<file path="src/itoa_pkg.sv">
`default_nettype none

package itoa_pkg;

	localparam int VALUE_WIDTH = 32;
	localparam int BASE_W      = 6;
	localparam int CHAR_W      = 7;
	localparam int DIGIT_W     = 6;

	// Quotient bits resolved per cycle; VALUE_WIDTH must be a multiple of it.
	localparam int STEP_BITS  = 4;
	localparam int DIV_STEPS  = VALUE_WIDTH / STEP_BITS;
	localparam int STEP_CNT_W = $clog2(DIV_STEPS);
	localparam int CNT_W      = $clog2(VALUE_WIDTH + 1);
	localparam int IDX_W      = $clog2(VALUE_WIDTH);

	localparam logic [BASE_W-1:0]  MIN_BASE   = BASE_W'(2);
	localparam logic [BASE_W-1:0]  MAX_BASE   = BASE_W'(36);
	localparam logic [DIGIT_W-1:0] MAX_DIGIT  = DIGIT_W'(35);
	localparam logic [DIGIT_W-1:0] TEN        = DIGIT_W'(10);
	localparam logic [CHAR_W-1:0]  CHAR_MINUS = 7'h2d;
	localparam logic [CHAR_W-1:0]  CHAR_ZERO  = 7'h30;
	localparam logic [CHAR_W-1:0]  CHAR_LOW_A = 7'h61;
	localparam logic [CHAR_W-1:0]  CHAR_NONE  = 7'h00;

	typedef enum logic [2:0] {
		ST_IDLE,
		ST_BAD,
		ST_DIV,
		ST_SIGN,
		ST_EMIT
	} itoa_state_t;

	function automatic logic [CHAR_W-1:0] digit_char(input logic [DIGIT_W-1:0] d);
		logic [DIGIT_W-1:0] c;
		c = (d > MAX_DIGIT) ? MAX_DIGIT : d;
		if (c < TEN) begin
			return CHAR_ZERO + CHAR_W'(c);
		end
		return CHAR_LOW_A + CHAR_W'(c - TEN);
	endfunction

endpackage

`default_nettype wire

</file>
<file path="src/itoa_if.sv">
`default_nettype none

interface itoa_in_if import itoa_pkg::*; ();
	logic                          valid;
	logic                          ready;
	logic signed [VALUE_WIDTH-1:0] value;
	logic        [BASE_W-1:0]      base;

	modport source (output valid, output value, output base, input ready);
	modport sink (input valid, input value, input base, output ready);
endinterface

interface itoa_out_if import itoa_pkg::*; ();
	logic              valid;
	logic              ready;
	logic [CHAR_W-1:0] char_code;
	logic              last_char;
	logic              bad_base;

	modport source (output valid, output char_code, output last_char, output bad_base,
		input ready);
	modport sink (input valid, input char_code, input last_char, input bad_base,
		output ready);
endinterface

`default_nettype wire

</file>
<file path="src/integer_to_base_n_ascii_top.sv">
// Integer to base-N ASCII converter.
// in_ch carries a signed value and a base; out_ch returns one ASCII character
// per word, most significant first, with last_char on the final one. A
// negative value starts with '-'. A base outside 2..36 returns a single word
// with bad_base and last_char set and char_code 0.
// Each digit comes from a shared restoring divider that resolves four
// quotient bits per cycle. The divider runs once per digit for a value with
// D digits (D <= 32), then the sign and digits leave at one word per cycle
// from the output register while out_ch.ready stays high.
// in_ch.ready is high only while the block is idle; an item may be taken
// while the final character of the previous one still waits in the output
// register. When out_ch.ready is low a pending output word holds and the
// emitting states wait. Reset clears the sequencer and the output valid; the
// digit buffer is not cleared and is always written before it is read.
`default_nettype none

module integer_to_base_n_ascii_top import itoa_pkg::*; (
	input  wire        clk,
	input  wire        arst_n,
	itoa_in_if.sink    in_ch,
	itoa_out_if.source out_ch
);

	itoa_state_t state_q, state_d;

	logic [VALUE_WIDTH-1:0] quo_q;
	logic [DIGIT_W-1:0]     rem_q;
	logic [BASE_W-1:0]      radix_q;
	logic                   neg_q;
	logic [CNT_W-1:0]       cnt_q;
	logic [STEP_CNT_W-1:0]  step_q;
	logic [DIGIT_W-1:0]     buf_q [VALUE_WIDTH];

	logic              out_valid_q;
	logic [CHAR_W-1:0] out_char_q;
	logic              out_last_q;
	logic              out_bad_q;

	logic                   start;
	logic                   bad_in;
	logic                   out_free;
	logic [VALUE_WIDTH-1:0] raw;
	logic [VALUE_WIDTH-1:0] mag;
	logic [VALUE_WIDTH-1:0] div_q;
	logic [DIGIT_W-1:0]     div_r;
	logic                   digit_done;
	logic                   div_end;
	logic [CNT_W-1:0]       cnt_dec;
	logic [DIGIT_W-1:0]     rd_digit;

	logic              load_out;
	logic [CHAR_W-1:0] load_char;
	logic              load_last;
	logic              load_bad;
	logic              emit_dec;

	assign raw      = in_ch.value;
	assign mag      = raw[VALUE_WIDTH-1] ? (~raw + 1'b1) : raw;
	assign bad_in   = (in_ch.base < MIN_BASE) || (in_ch.base > MAX_BASE);
	assign start    = in_ch.valid && in_ch.ready;
	assign out_free = !out_valid_q || out_ch.ready;
	assign cnt_dec  = cnt_q - 1'b1;
	assign rd_digit = buf_q[cnt_dec[IDX_W-1:0]];

	// restoring division, STEP_BITS quotient bits per cycle
	always_comb begin
		logic [DIGIT_W:0] t;
		logic [VALUE_WIDTH-1:0] q;
		logic [DIGIT_W-1:0] r;
		q = quo_q;
		r = rem_q;
		for (int i = 0; i < STEP_BITS; i++) begin
			t = {r, q[VALUE_WIDTH-1]};
			q = {q[VALUE_WIDTH-2:0], 1'b0};
			if (t >= {1'b0, radix_q}) begin
				t = t - {1'b0, radix_q};
				q[0] = 1'b1;
			end
			r = t[DIGIT_W-1:0];
		end
		div_q = q;
		div_r = r;
	end

	assign digit_done = (step_q == STEP_CNT_W'(DIV_STEPS - 1));
	assign div_end    = digit_done &&
		((div_q == '0) || (cnt_q == CNT_W'(VALUE_WIDTH - 1)));

	always_comb begin
		state_d = state_q;
		unique case (state_q)
			ST_IDLE: begin
				if (start) begin
					state_d = bad_in ? ST_BAD : ST_DIV;
				end
			end
			ST_BAD: begin
				if (out_free) begin
					state_d = ST_IDLE;
				end
			end
			ST_DIV: begin
				if (div_end) begin
					state_d = neg_q ? ST_SIGN : ST_EMIT;
				end
			end
			ST_SIGN: begin
				if (out_free) begin
					state_d = ST_EMIT;
				end
			end
			ST_EMIT: begin
				if (out_free && (cnt_q == CNT_W'(1))) begin
					state_d = ST_IDLE;
				end
			end
			default: state_d = ST_IDLE;
		endcase
	end

	always_comb begin
		in_ch.ready = 1'b0;
		load_out    = 1'b0;
		load_char   = CHAR_NONE;
		load_last   = 1'b0;
		load_bad    = 1'b0;
		emit_dec    = 1'b0;
		unique case (state_q)
			ST_IDLE: begin
				in_ch.ready = 1'b1;
			end
			ST_BAD: begin
				load_out  = out_free;
				load_char = CHAR_NONE;
				load_last = 1'b1;
				load_bad  = 1'b1;
			end
			ST_DIV: begin
			end
			ST_SIGN: begin
				load_out  = out_free;
				load_char = CHAR_MINUS;
			end
			ST_EMIT: begin
				load_out  = out_free;
				load_char = digit_char(rd_digit);
				load_last = (cnt_q == CNT_W'(1));
				emit_dec  = out_free;
			end
			default: begin
			end
		endcase
	end

	always_ff @(posedge clk or negedge arst_n) begin
		if (!arst_n) begin
			state_q <= ST_IDLE;
			cnt_q   <= '0;
			step_q  <= '0;
			quo_q   <= '0;
			neg_q   <= 1'b0;
		end else begin
			state_q <= state_d;
			if (start && !bad_in) begin
				quo_q  <= mag;
				neg_q  <= raw[VALUE_WIDTH-1];
				cnt_q  <= '0;
				step_q <= '0;
			end else if (state_q == ST_DIV) begin
				quo_q <= div_q;
				if (digit_done) begin
					step_q <= '0;
					cnt_q  <= cnt_q + 1'b1;
				end else begin
					step_q <= step_q + 1'b1;
				end
			end else if (emit_dec) begin
				cnt_q <= cnt_dec;
			end
		end
	end

	always_ff @(posedge clk) begin
		if (start && !bad_in) begin
			rem_q   <= '0;
			radix_q <= in_ch.base;
		end else if (state_q == ST_DIV) begin
			rem_q <= digit_done ? '0 : div_r;
		end
	end

	always_ff @(posedge clk) begin
		if ((state_q == ST_DIV) && digit_done) begin
			buf_q[cnt_q[IDX_W-1:0]] <= div_r;
		end
	end

	always_ff @(posedge clk or negedge arst_n) begin
		if (!arst_n) begin
			out_valid_q <= 1'b0;
		end else if (load_out) begin
			out_valid_q <= 1'b1;
		end else if (out_ch.ready) begin
			out_valid_q <= 1'b0;
		end
	end

	always_ff @(posedge clk) begin
		if (load_out) begin
			out_char_q <= load_char;
			out_last_q <= load_last;
			out_bad_q  <= load_bad;
		end
	end

	assign out_ch.valid     = out_valid_q;
	assign out_ch.char_code = out_char_q;
	assign out_ch.last_char = out_last_q;
	assign out_ch.bad_base  = out_bad_q;

endmodule

`default_nettype wire

</file>
<file path="src/flat_wrapper.sv">
// flat-port wrapper written by rule: the top's interface ports become plain ports
module integer_to_base_n_ascii_top_flat import itoa_pkg::*;
  (clk, arst_n, in_ch_valid, in_ch_value, in_ch_base, in_ch_ready, out_ch_valid, out_ch_char_code, out_ch_last_char, out_ch_bad_base, out_ch_ready);
  itoa_in_if in_ch_i ();
  itoa_out_if out_ch_i ();
  input  wire clk;
  input  wire arst_n;
  input wire logic [$bits(in_ch_i.valid)-1:0] in_ch_valid;
  input wire logic [$bits(in_ch_i.value)-1:0] in_ch_value;
  input wire logic [$bits(in_ch_i.base)-1:0] in_ch_base;
  output wire logic [$bits(in_ch_i.ready)-1:0] in_ch_ready;
  output wire logic [$bits(out_ch_i.valid)-1:0] out_ch_valid;
  output wire logic [$bits(out_ch_i.char_code)-1:0] out_ch_char_code;
  output wire logic [$bits(out_ch_i.last_char)-1:0] out_ch_last_char;
  output wire logic [$bits(out_ch_i.bad_base)-1:0] out_ch_bad_base;
  input wire logic [$bits(out_ch_i.ready)-1:0] out_ch_ready;
  assign in_ch_i.valid = in_ch_valid;
  assign in_ch_i.value = in_ch_value;
  assign in_ch_i.base = in_ch_base;
  assign in_ch_ready = in_ch_i.ready;
  assign out_ch_valid = out_ch_i.valid;
  assign out_ch_char_code = out_ch_i.char_code;
  assign out_ch_last_char = out_ch_i.last_char;
  assign out_ch_bad_base = out_ch_i.bad_base;
  assign out_ch_i.ready = out_ch_ready;
  integer_to_base_n_ascii_top u_core (.clk(clk), .arst_n(arst_n), .in_ch(in_ch_i), .out_ch(out_ch_i));
endmodule
</file>
<file path="config.mk">
export PLATFORM = sky130hd
export DESIGN_NAME = integer_to_base_n_ascii_top_flat
export DESIGN_NICKNAME = d
export VERILOG_FILES = /design/src/itoa_pkg.sv /design/src/itoa_if.sv /design/src/integer_to_base_n_ascii_top.sv /design/src/flat_wrapper.sv
export SDC_FILE = /design/constraint.sdc
export NUM_CORES = 1
export LEC_CHECK = 0
export BUFFER_PORTS_ARGS = -buffer_cell sky130_fd_sc_hd__buf_2
export CAP_MARGIN = 30
export CORE_MARGIN = 2
export CORE_UTILIZATION = 25
export DETAILED_ROUTE_END_ITERATION = 12
export PLACE_DENSITY = 0.37
export SKIP_CTS_REPAIR_TIMING = 1
export SLEW_MARGIN = 15
export SYNTH_ARGS = -nofsm -noshare
export SYNTH_HDL_FRONTEND = slang
export SYNTH_SLANG_ARGS = --single-unit
</file>
<file path="constraint.sdc">
create_clock -name clk -period 16.9 [get_ports clk]
set_input_delay 0.845 -clock clk [delete_from_list [all_inputs] [get_ports clk]]
set_output_delay 0.845 -clock clk [all_outputs]
set_load 0.05 [all_outputs]
</file>
==> results of run 1 <==
[critical path: cells and delay by family, from the launching register on]
family | cells | cell delay (ns)
simple gates | 8 | 1.36
flops | 1 | 0.53
fa+ha+maj | 4 | 1.28
compound gates | 17 | 4.56
mux | 1 | 0.80
buf+inv | 3 | 0.38
[kinds of logic (layout without fill, tap and decap cells)]
kind of cell    Yosys count  count (layout)  synth area share [%]
buf+inv                  66             149                 2.415
xor+xnor                 46              46                 3.227
other cells               0               1                     0
simple gates            184             184                 7.807
fa+ha+maj                37              37                 3.949
flops                   259             259                 59.97
mux                      83              83                 12.79
compound gates          185             185                 9.842
[layout make-up]
cell class / instances / area share, %
repair buffers: 64 / 2.688
multi-input cells: 535 / 32.64
diodes: 1 / 0.01723
inverters: 29 / 0.7495
flip-flops and latches: 259 / 51.58
clock buffers: 35 / 5.445
well taps: 664 / 5.720
clock inverters: 21 / 1.163
[metal layers]
layer | up-vias | track usage (%) | part of all wire [%]
met1 | 3718 | 17.23 | 46
met2 | 148 | 21.12 | 47
met4 | 0 | 4.111 | 3.0
met5 | - | 0 | 0
li1 | 3517 | - | -
met3 | 53 | 2.130 | 3.6
[how the worst max path moves through the flow]
stage	from	end	slack (ns)	depth (start not counted)
2_1_floorplan	u_core.radix_q[4]	u_core.buf_q[0][0]	8.62	34
3_3_place_gp	u_core.radix_q[1]	u_core.buf_q[24][1]	7.74	34
3_5_place_dp	u_core.radix_q[1]	u_core.buf_q[28][0]	7.43	34
4_1_cts	u_core.radix_q[1]	u_core.buf_q[16][0]	7.45	33
5_1_grt	u_core.radix_q[1]	u_core.buf_q[24][3]	6.75	34
6_report	u_core.radix_q[1]	u_core.buf_q[27][3]	7.64	33
[stage by stage]
step	area (um^2)	instances	worst slack (ns)	hold WS (ns)
5_1_grt	14520	1607	6.751	0.4150
4_1_cts	14470	1605	7.449	0.3799
3_5_place_dp	13510	1549	7.433	0.4852
6_report	14520	1608	7.644	0.3798
2_1_floorplan	12480	860	8.624	0.4510
3_3_place_gp	13500	1548	7.736	0.4931
[synthesized netlist by cell type (all sizes together) (3+ instances only)]
library cell / n / share of area [%]
nand3b: 5 / 0.33
a21o: 8 / 0.48
or2: 5 / 0.25
o22ai: 4 / 0.20
o311ai: 3 / 0.21
dfxtp: 6 / 0.96
a22oi: 25 / 1.5
dfrtp: 46 / 9.2
or4: 10 / 0.78
a221o: 6 / 0.48
mux2i: 11 / 0.88
mux2: 12 / 1.1
or3b: 3 / 0.21
edfxtp: 207 / 50
a31oi: 4 / 0.20
or3: 6 / 0.30
buf: 13 / 0.70
and2: 3 / 0.15
o221ai: 3 / 0.21
nand2b: 9 / 0.51
fa: 4 / 0.64
a22o: 8 / 0.56
nor3: 6 / 0.32
o21ai: 62 / 2.5
clkbuf: 23 / 0.69
a21oi: 25 / 1.0
o41ai: 3 / 0.21
xor2: 30 / 2.1
o31ai: 11 / 0.70
inv: 28 / 0.84
nor2: 67 / 2.0
nor2b: 9 / 0.45
nor4: 9 / 0.57
mux4: 60 / 11
ha: 33 / 3.3
xnor2: 16 / 1.1
nand3: 13 / 0.52
a211oi: 8 / 0.58
o21a: 5 / 0.30
nand2: 33 / 1.0
[state kept, by name, indices dropped and copies added (netlist names)]
name / flops
u_core.buf_q: 192
u_core.quo_q: 32
u_core.out_ch.char_code: 7
u_core.cnt_q: 6
u_core.radix_q: 6
u_core.rem_q: 6
u_core.state_q: 3
u_core.step_q: 3
u_core.neg_q: 1
u_core.out_ch.bad_base: 1
u_core.out_ch.last_char: 1
u_core.out_ch.valid: 1
==> metrics.txt, run 1 <==
clock buffer depth 3; slowest stage delay, CP around 0.80 ns; FF-to-FF Start u_core.radix_q[1]; Clock Sinks 259; slowest CP cell mux2_2; initial core utilization between 20% and 30%; I/O pin cnt 53; Yosys reg bits 259; PortBufs 52; Post-synth ARST share 17.76%; Cell Area, Synth ~12000 um^2; 1st-pass router iterations 5; DIE AREA ~52000 um^2; final setup fails 0; vias ~7400; Clock Latency Late Sink around 0.58 ns; CTS Buf Count 31; max_cap viols 0; gr ovfl total 0; Final Hold Viols 0; Routed Antenna Nets 0; first-pass GRT wire length about 49 mm; Post-Route WL about 32 mm; count of different cell masters after synthesis 71; area of the multi-input gates 4741 um^2; setup TNS 0 ns; DRC Markers 0; Syn Inst Count 860; share of layout cells above drive strength 1 22.16%; GRT Total Usage ~13%; WS Path Type flop to flop; initial DRC count 422; Core Box Area 49150 um^2; die height ~230 um; Final Util 29.55%; placer congestion estimate 0.7957; Nets around 1000; Critical Path AT 9.52 ns; Critical Path RT 17.17 ns; reg2reg end u_core.buf_q[27][3]; P&R area growth vs syn 16.34%; ys flop type edfxtp_1; CP Launch Type flop; Tcrit/Tclk final 54.77%; fmax 108.0 MHz; vias in the first global route 7763; Reg2Reg Depth 33; syn_nets 939; initial antenna violation count 1; Worst Skew between 0.015 and 0.02 ns; status finished clean; RSZ-0062 raised after global routing no; post-synthesis sequential area ratio approximately 60%; Hold Path Class input pin to async pin; Synth Warn # 0; Horiz. Die Dim 227.5 um; Row Count a little over 80; area taken by flip-flops and latches 7491 um^2; Root Driver clkbuf_16; commonest non-fill, non-tap cells in the layout 207 x edfxtp_1, 64 x nor2_1, 60 x mux4_2; CTS tree done; Max Slew Vio Count 0; count of flip-flops with a built-in enable after synthesis 207; pin count of the biggest net entering global routing 47; Avg Synthesized Cell Area 14.52 um^2; vias per cell 4.624; Slew @ Worst Pin 0.8624 ns; routed len/inst 20.13 um; HPWL after DPL 22.31 mm; commonest non-fill, non-tap cell in the layout edfxtp_1; CP endpoint kind flop; filler cell count 4984; worst reg2reg setup slack roughly 7.6 ns; clock transition at the registers of the reported paths about 0.060 ns; CTS H-tree depth 1; crit path time final 9.256 ns; Critical Path Fanout Max 33; Slew HR a little over two fifths; most used cell, CP o21ai_0
Power of run 1 is left out: the tool's default activity adds up to more than one toggle a clock period on the data nets, which glitch-free logic cannot reach.
==> run 2: changes to the inputs <==
==> constraint.sdc (replaced) <==
create_clock -name clk -period 8.8 [get_ports clk]
set_input_delay 0.44 -clock clk [delete_from_list [all_inputs] [get_ports clk]]
set_output_delay 0.44 -clock clk [all_outputs]
set_load 0.05 [all_outputs]
==> metrics.txt, run 2 (synthesis results as in run 1) <==
status finished, violations left; failing checks negative hold slack; Row Count 81 (unchanged); worst setup path end u_core.rem_q[2]; Post-Route WL 32.73 mm (+1.1%); Reg2Reg Depth 34 (+3.0%); Slew @ Worst Pin 0.7731 ns (-0.08926 ns); DIE AREA 51740 um^2 (unchanged); final instance area 14650 um^2 (+0.90%); area of the multi-input gates 4750 um^2 (+0.18%); Max Slew Vio Count 0 (unchanged); vias 7531 (+1.3%); slowest CP cell mux2_2; WS Path Type flop to flop; vias per cell 4.660 (+0.78%); initial DRC count 508 (+20%); placer congestion estimate 0.7806 (-1.9%); setup TNS 0 ns (unchanged); routed len/inst 20.25 um (+0.59%); max_cap viols 0 (unchanged); Final Hold Viols 14 (+14); P&R area growth vs syn 17.38%; Inst Count DP 1555 (+0.39%); FF-to-FF Start u_core.radix_q[4]; placed cell area 13580 um^2 (+0.52%); Tcrit/Tclk final 91.92% (+37 points); slowest stage delay, CP 0.62 ns (-0.18 ns); Critical Path RT 9.27 ns (-7.90 ns); Routed Antenna Nets 0 (unchanged); fmax 123.6 MHz (+14%); pin count of the biggest net entering global routing 47 (unchanged); clock transition at the registers of the reported paths 0.06 ns (about the same); worst reg2reg setup slack 0.71 ns (-6.93 ns); HPWL after DPL 22.50 mm (+0.86%); CTS tree done; crit path time final 8.089 ns (-1.168 ns); reg2reg end u_core.rem_q[2]; DRC Markers 0 (unchanged); Nets 1007 (+0.80%); initial core utilization 25.40% (unchanged); Clock Latency Late Sink 0.58 ns (about the same); Post-Layout Cell Count 1616 (+0.50%); commonest non-fill, non-tap cell in the layout edfxtp_1; PortBufs 52 (unchanged); share of layout cells above drive strength 1 22.79% (+0.63 points); CP Launch Type flop; Horiz. Die Dim 227.5 um (unchanged); CTS H-tree depth 1 (unchanged); final setup fails 0 (unchanged); worst hold slack -0.009883 ns (-0.3897 ns); number of flip-flops under the largest register name 192 (unchanged); Root Driver clkbuf_16; Slew HR 48.27% (+6.0 points); Hold Path Class input pin to async pin; vias in the first global route 7960 (+2.5%); initial antenna violation count 0 (-1); Core Box Area 49150 um^2 (unchanged); Setup crit start u_core.radix_q[4]; I/O pin cnt 53 (unchanged); Inserted Diodes 0 (-1); Worst Skew 0.01646 ns (-0.002377 ns); clock buffer depth 3 (unchanged); first-pass GRT wire length 50.56 mm (+2.2%); gr ovfl total 0 (unchanged); Critical Path Fanout Max 33 (unchanged); Clock Sinks 259 (unchanged); RSZ-0062 raised after global routing yes; die height 227.5 um (unchanged); Critical Path AT 8.55 ns (-0.97 ns); CP endpoint kind flop; CTS Buf Count 30 (-3.2%); filler cell count 4932 (-1.0%); 1st-pass router iterations 4 (-1); GRT Total Usage 13.05% (+0.23 points); area taken by flip-flops and latches 7491 um^2 (unchanged); commonest non-fill, non-tap cells in the layout 207 x edfxtp_1, 64 x nor2_1, 60 x mux4_2
[run 2: cell type report]
class	instances	area share, %
tap	664	5.669
clock inverter	17	1.545
timing repair buffer	73	3.159
inverter	29	0.7428
clock buffer	39	5.353
multi-input combinational	535	32.41
sequential	259	51.12
[run 2: per-layer routing]
metal / vias up / wire [um] / GRT usage (%)
li1: 3523 / - / -
met1: 3831 / 15530 / 18.17
met2: 135 / 15400 / 21.06
met3: 42 / 1012 / 1.975
met4: 0 / 787 / 3.795
met5: - / 0 / 0
[run 2: metrics by stage]
stage,utilization (%),worst slack (ns),hold WS (ns)
2_1_floorplan,-,0.5244,0.1444
3_3_place_gp,27.61,0.5821,0.4957
3_5_place_dp,27.62,0.3360,0.5005
4_1_cts,29.68,0.3330,-0.009305
5_1_grt,29.81,-0.02074,0.02780
6_report,29.81,0.7114,-0.009883
[run 2: worst min path at each step]
stage / startpoint / to / slack [ns] / depth (start not counted)
after floorplan: arst_n / u_core.cnt_q[0] / 0.14 / 0
after global placement: u_core.step_q[1] / u_core.step_q[1] / 0.50 / 1
after detailed placement: u_core.step_q[1] / u_core.step_q[1] / 0.50 / 1
after CTS: arst_n / u_core.out_ch.valid / -0.009 / 2
after global routing: arst_n / u_core.out_ch.valid / 0.03 / 2
final: arst_n / u_core.quo_q[17] / -0.01 / 2
[run 2: worst max-delay path: cells and delay by family, from the launching register on]
kind            cells  cell delay [ns]
compound gates     18             4.17
simple gates        7             1.26
mux                 1             0.62
buf+inv             4             0.40
flops               1             0.35
fa+ha+maj           4             1.16
Power of run 2 is left out for the same reason.
